--- config.mk ---
export PLATFORM = sky130hd
export DESIGN_NAME = gma_div
export DESIGN_NICKNAME = d
export VERILOG_FILES = /design/src/design/gma_pkg.sv /design/src/design/gma_div.sv
export SDC_FILE = /design/constraint.sdc
export NUM_CORES = 1
export LEC_CHECK = 0
export ABC_AREA = 1
export BUFFER_PORTS_ARGS = -buffer_cell sky130_fd_sc_hd__clkbuf_2
export CAP_MARGIN = 20
export CELL_PAD_IN_SITES_DETAIL_PLACEMENT = 1
export CELL_PAD_IN_SITES_GLOBAL_PLACEMENT = 2
export CORE_MARGIN = 4
export CORE_UTILIZATION = 37
export CTS_BUF_LIST = sky130_fd_sc_hd__clkbuf_4 sky130_fd_sc_hd__clkbuf_8
export DETAILED_ROUTE_END_ITERATION = 10
export GPL_TIMING_DRIVEN = 1
export HOLD_SLACK_MARGIN = 0.12
export PLACE_DENSITY_LB_ADDON = 0.2
export SLEW_MARGIN = 10
export SYNTH_ARGS = -nofsm -noshare
export SYNTH_HDL_FRONTEND = slang
export SYNTH_SLANG_ARGS = --single-unit
--- constraint.sdc ---
create_clock -name clk -period 8.3 [get_ports clk]
set_input_delay 2.49 -clock clk [delete_from_list [all_inputs] [get_ports clk]]
set_output_delay 2.49 -clock clk [all_outputs]
set_load 0.1 [all_outputs]
--- src/design/gma_pkg.sv ---
// package for the group mean accumulator: sizes, codes and shared types
package gma_pkg;
  localparam int GROUPS = 256;
  localparam int COLS = 16;
  localparam int GW = 8;
  localparam int CW = 4;
  localparam int AW = GW + CW;
  localparam int SUM_W = 48;
  localparam int CNT_W = 24;
  localparam int DEN_W = CNT_W + 9;
  localparam int NUM_W = SUM_W + 8;
  localparam int Q_W = NUM_W;

  localparam logic [1:0] ACT_CLEAR = 2'd0;
  localparam logic [1:0] ACT_ACC = 2'd1;
  localparam logic [1:0] ACT_READ = 2'd2;
  localparam logic [1:0] ACT_NONE = 2'd3;

  localparam logic [SUM_W-1:0] SUM_MAX = {1'b0, {(SUM_W-1){1'b1}}};
  localparam logic [SUM_W-1:0] SUM_MIN = {1'b1, {(SUM_W-1){1'b0}}};
  localparam logic [CNT_W-1:0] CNT_MAX = {CNT_W{1'b1}};

  typedef struct packed {
    logic [NUM_W-1:0] num;
    logic [DEN_W-1:0] den;
    logic             neg;
  } div_req_t;
endpackage

--- src/design/gma_div.sv ---
// serial restoring divider producing the saturated signed mean
module gma_div (
  input  logic                       clk,
  input  logic                       rst_n,
  input  logic                       start,
  input  gma_pkg::div_req_t          req,
  output logic                       done,
  output logic [31:0]                mean
);
  localparam int N = gma_pkg::NUM_W;
  localparam int D = gma_pkg::DEN_W;
  logic [N-1:0] q_r, q_nxt;
  logic [D:0] rem_r, rem_nxt;
  logic [D-1:0] den_r;
  logic neg_r;
  logic [5:0] cnt_r, cnt_nxt;
  logic busy_r, busy_nxt, done_nxt;
  logic [D:0] sh;
  logic [N-1:0] sat;

  always_comb begin
    q_nxt = q_r;
    rem_nxt = rem_r;
    cnt_nxt = cnt_r;
    busy_nxt = busy_r;
    done_nxt = 1'b0;
    sh = '0;
    if (start) begin
      q_nxt = req.num;
      rem_nxt = '0;
      cnt_nxt = 6'(N - 1);
      busy_nxt = 1'b1;
    end else if (busy_r) begin
      sh = {rem_r[D-1:0], q_r[N-1]};
      q_nxt = {q_r[N-2:0], 1'b0};
      if (sh >= {1'b0, den_r}) begin
        rem_nxt = sh - {1'b0, den_r};
        q_nxt[0] = 1'b1;
      end else begin
        rem_nxt = sh;
      end
      if (cnt_r == 6'd0) begin
        busy_nxt = 1'b0;
        done_nxt = 1'b1;
      end
      cnt_nxt = cnt_r - 6'd1;
    end
  end

  always_ff @(posedge clk) begin
    if (!rst_n) begin
      busy_r <= 1'b0;
      done <= 1'b0;
    end else begin
      busy_r <= busy_nxt;
      done <= done_nxt;
    end
    q_r <= q_nxt;
    rem_r <= rem_nxt;
    cnt_r <= cnt_nxt;
    if (start) begin
      den_r <= req.den;
      neg_r <= req.neg;
    end
  end

  always_comb begin
    if (neg_r) begin
      sat = (q_r > N'(64'h8000_0000)) ? N'(64'h8000_0000) : q_r;
      mean = 32'(~sat + N'(1));
    end else begin
      sat = (q_r > N'(64'h7FFF_FFFF)) ? N'(64'h7FFF_FFFF) : q_r;
      mean = sat[31:0];
    end
  end
endmodule

Word level (Yosys, flattened, before mapping)
Cells that the tools add are included.

word-level totals
  register bits = 131
  logic and storage cells = 30

cells by class
  order comparisons = 3
  bitwise logic cells = 3
  reduce and logical (&&, ||, !) cells = 3
  muxes and demuxes = 11
  add/sub/neg operators = 3

operators by type and width
  cell                     number
  $mux W56                 2
  $mux W32                 3
  $gt A56 B31 Y1 const B   1
  $gt A56 B32 Y1 const B   1
  $ge A34 B33 Y1           1
  $mux W33                 1
  $sub A33 B33 Y33         1
  $add A32 B1 Y32 const B  1
  $not A32 Y32             1
  $logic_not A6 Y1         1
  $sub A6 B1 Y6 const B    1
  $mux W1                  5
  $reduce_or A3 Y1         1
  $not A1 Y1               2
  $reduce_bool A2 Y1       1

Longest topological paths before layout
  depth after elaboration = 5
  mapped depth = 19
  mapped depth without buffers = 17

Worst setup path after synthesis
Ideal clock, no wire load.

  kind = reg-to-output
  start point = register q_r[2]
  end point = output port mean[8]
  cell stages (with the launch flop) = 15
  arrival time = 3531 ps
  slack = 2279 ps
  buffers on the path = 2
  cells stage by stage = edfxtp_1 nor2_2 nand2_1 nor2_2 nand2_1 nor2_4 nand2_4 nand2_4 buf_12 buf_6 nand2_2 ha_1 nand2_2 o21ai_1 a31oi_1

between the ends
  longest elaborated chain between the ends = 5

ends and longest elaborated chain
  item                      line           source
  start: declaration        gma_div.sv:12  logic [N-1:0] q_r, q_nxt;
  start signal: assignment  gma_div.sv:58  q_r <= q_nxt;
  $gt A56 B32 Y1            gma_div.sv:69  sat = (q_r > N'(64'h8000_0000)) ? N'(64'h8000_0000) : q_r;
  $mux W32                  gma_div.sv:69
  $not A32 Y32              gma_div.sv:70  mean = 32'(~sat + N'(1));
  $add A32 B1 Y32           gma_div.sv:70
  $mux W32 *                gma_div.sv:68  if (neg_r) begin
  end: declaration          gma_div.sv:8   output logic [31:0] mean

Mark *: on every way between the ends. The rest lies on a longest branch, timed or not.

Worst setup path after layout
  start point = register q_r[47]
  end point = output port mean[16]

The elaborated chain is that of the path after synthesis.

==> metrics.csv <==
stage;metric;value;unit
hold_path;worst hold path class;reg -> reg;
setup_path;WP depth;15;
finish;Seq. cell area;0.00352;sq mm
logic_synthesis;ys flop type;edfxtp_1;
setup_path;crit path launch type;flop;
pwr;peak supply drop;73.6;uV
clocking;H-tree Lvls;4;
finish;share of cells above drive strength 1;14.9;%
finish;fin util;42.4;%
detailed_routing;Wirelength per Cell;16.9;microns
clocking;clock latency on the worst-skew pair;0.46;ns
sta;final hold viol count;0;
logic_synthesis;syn_nets;1388;
logic_synthesis;number of synthesized flops with an enable pin;90;
detailed_routing;routed via count;8702;
setup_path;worst-path fanout max;56;
clocking;CTS Sinks;131;
setup_path;Crit. End Element;output port;
pwr;Leak Pwr;4.86;nW
logic_synthesis;library cells used by synthesis;48;
sta;fmax;159;MHz
clocking;Worst-path clk slew;0.09;ns
logic_synthesis;register area share after synthesis;38.4;%
clocking;CTS Hold Bufs;0;
pwr;pwr dens;161;mW/mm^2
grt;first-pass GRT wire length;45.9;mm
clocking;CTS tree;yes;
finish;fin nets;1483;
job;max-cap check violation count;0;
place;IO buf count;125;
sta;post-route minimum period;6.29;ns
setup_path;CP max stage delay;0.55;ns
setup_path;Setup CP Type;reg -> out;
setup_path;Critical R2R Launch;den_r[0]$_DFFE_PP_;
setup_path;CP bufs+invs;1;
logic_synthesis;Post-Synthesis Cells;1258;
place;RePlAce Congestion;0.863;
sta;Slew Limit Fails;0;
grt;vias in the first global route;8814;
finish;fillers;3179;
logic_synthesis;synthesized area;0.00918;sq mm
logic_synthesis;async set-reset flop share out of synthesis;0;%
clocking;clock root buffer;clkbuf_8;
logic_synthesis;Ys Warns;0;
sta;endpoints failing setup;0;
logic_synthesis;#FFs+latches synth;131;
setup_path;worst-path cell chain;nor2_1 > nand2_1 > nor2_1 > nand2_1 > nor2_4 > nand2_2 > nand2_4 > nand2_2 > ha_1 > nand2_2 > nor2_4 > nand2_1 > nor2_1 > o21ai_1 > clkbuf_2;
detailed_routing;wl on met1;15.4;mm
finish;area grow syn2layout;12.7;%
floorplan;die area;0.0274;sq mm
setup_path;worst setup path startpoint;q_r[47]$_DFFE_PP_;
floorplan;Die Span Y;166;microns
detailed_routing;vias per inst;5.15;
detailed_routing;WL met2;11.7;mm
sta;clk_skew;0.0243;ns
clocking;Max Buffers Root-to-Sink;2;
detailed_routing;Residual DRC;0;
setup_path;crit path DAT;3.80;ns
clocking;CTS Buf Count;17;
setup_path;Reg2Reg Depth;12;
detailed_routing;1st-pass router iterations;6;
finish;Post-Layout Cell Count;1690;
setup_path;slowest CP cell;nand2_4;
finish;multi-input logic area;0.00482;sq mm
floorplan;initial core utilization;37.6;%
finish;most common cell after layout, fill and taps aside;nand2_1;
sta;Final TNS setup;0;ns
detailed_routing;Post-DRT Antenna Nets;0;
sta;RSZ-0062 raised after global routing;false;
floorplan;Core ar.;0.0244;sq mm
grt;largest net degree at the start of global routing;81;
sta;Slew HR;26.4;%
place;dpl cell area;0.00995;sq mm
detailed_routing;routed wire length;28.5;mm
status;status;completed;
detailed_routing;First DRT Iteration DRCs;517;
floorplan;Ports;126;
grt;initial antenna violation count;0;
detailed_routing;Detail Route met3 WL;1.18;mm
finish;most frequent cells in the layout;nand2_1 (350), inv_1 (132), clkbuf_2 (124), nor2_1 (120), o21ai_0 (91);
floorplan;Die X;166;microns
finish;diodes inserted;0;
setup_path;Req. time, crit path;5.81;ns
clocking;Resized cells post-CTS;0;
floorplan;num rows;57;
grt;GRT Total Usage;21.2;%
setup_path;R2R Setup Slk;4.39;ns
detailed_routing;top routing layer in use;met4;
logic_synthesis;Synth Area per Inst;7.30;sq um
place;Cell Count Post-Placement;1658;
grt;total gr overflow;0;
sta;period utilization;75.8;%
place;DP HPWL;21.4;mm
finish;design area;0.0103;sq mm
clocking;post-CTS setup buffer count;0;
setup_path;crit path capture;mean[16];
setup_path;crit-path leading delay family;simple AND/OR/NAND/NOR gates;
sta;Tightest Pin Transition;1.10;ns
setup_path;Crit Reg-Reg Endpoint;rem_r[26]$_SDFFE_PP0P_;
## through the flow
step	setup slack (ns)	hold WS (ns)	power (mW)
after global routing	1.64	0.497	1.75
after CTS	1.98	0.474	1.69
after detailed placement	2.50	0.459	1.12
after floorplan	2.28	0.444	1.02
final	2.01	0.470	1.66
after global placement	2.62	0.459	1.11
## worst reg2reg max path: stages (launching register included)
cell      delay (ns)
edfxtp_1        0.45
ha_1            0.25
fa_1            0.45
nor3_1          0.28
o21ai_1         0.10
nand2_1         0.16
nand3_1         0.11
nand3_1         0.10
nand2_1         0.66
nand2_4         0.75
nand3_1         0.29
nand3b_1        0.17
nand2_1         0.05
## final cells by class
| type | count | area share, % |
|---|---|---|
| clock buffers | 17 | 2.26 |
| multi-input cells | 930 | 46.6 |
| repair buffers | 130 | 6.43 |
| flip-flops and latches | 131 | 34.0 |
| clock inverters | 15 | 1.60 |
| well taps | 324 | 3.92 |
| inverters | 143 | 5.19 |
## flip-flops by register name, summed over array words and instances (netlist names)
| name | flops |
|---|---|
| den_r | 33 |
| neg_r | 1 |
| busy_r | 1 |
| done | 1 |
| rem_r | 33 |
| q_r | 56 |
| cnt_r | 6 |
## metal layers
| metal | global-route usage, % | up-vias |
|---|---|---|
| met4 | 4.65 | 0 |
| met1 | 33.6 | 4124 |
| met5 | 0 | - |
| met2 | 30.2 | 170 |
| li1 | - | 4392 |
| met3 | 3.08 | 16 |
## where the power goes
group,internal [mW],total (mW),switching (mW)
Combinational,0.0734,0.299,0.226
Clock,0.250,0.563,0.312
Sequential,0.751,0.802,0.0510
## cell usage after synthesis, types with 5 or more instances
master	count	share of area (%)
buf_2	20	1.1
clkbuf_1	21	0.86
buf_6	6	0.74
nor2_1	122	5.0
dfxtp_1	41	8.9
o21ai_2	5	0.48
nand4_1	11	0.75
inv_2	8	0.33
a21oi_1	63	3.4
o41ai_1	21	2.0
nand2_2	7	0.48
o211ai_1	5	0.41
o21a_1	5	0.41
nor3_1	7	0.38
edfxtp_1	90	29
o21ai_0	91	5.0
nand3_1	88	4.8
ha_1	36	4.9
xor2_1	12	1.1
xnor2_1	18	1.7
inv_1	133	5.4
nand3b_1	13	1.1
nand2_1	350	14
o21ai_1	29	1.6
## kinds of logic after synthesis
logic type	Yosys count	synth area share, %
and+or+nand+nor	618	28.7
AOI/OAI and AO/OA	245	15.7
buffers and inverters	197	9.24
DFF	131	38.4
adders and majority gates	37	5.12
xor gates and xnor gates	30	2.86
## how the worst min path moves through the flow
stage	startpoint	endpoint	slack (ns)	cells past startpoint
after floorplan	rem_r[14]$_SDFFE_PP0P_	rem_r[14]$_SDFFE_PP0P_	0.44	2
after global placement	rem_r[26]$_SDFFE_PP0P_	rem_r[26]$_SDFFE_PP0P_	0.46	2
after detailed placement	rem_r[26]$_SDFFE_PP0P_	rem_r[26]$_SDFFE_PP0P_	0.46	2
after CTS	rem_r[26]$_SDFFE_PP0P_	rem_r[26]$_SDFFE_PP0P_	0.47	2
after global routing	rem_r[26]$_SDFFE_PP0P_	rem_r[26]$_SDFFE_PP0P_	0.50	2
final	rem_r[26]$_SDFFE_PP0P_	rem_r[26]$_SDFFE_PP0P_	0.47	2
Power figures use the tool's default switching activity.
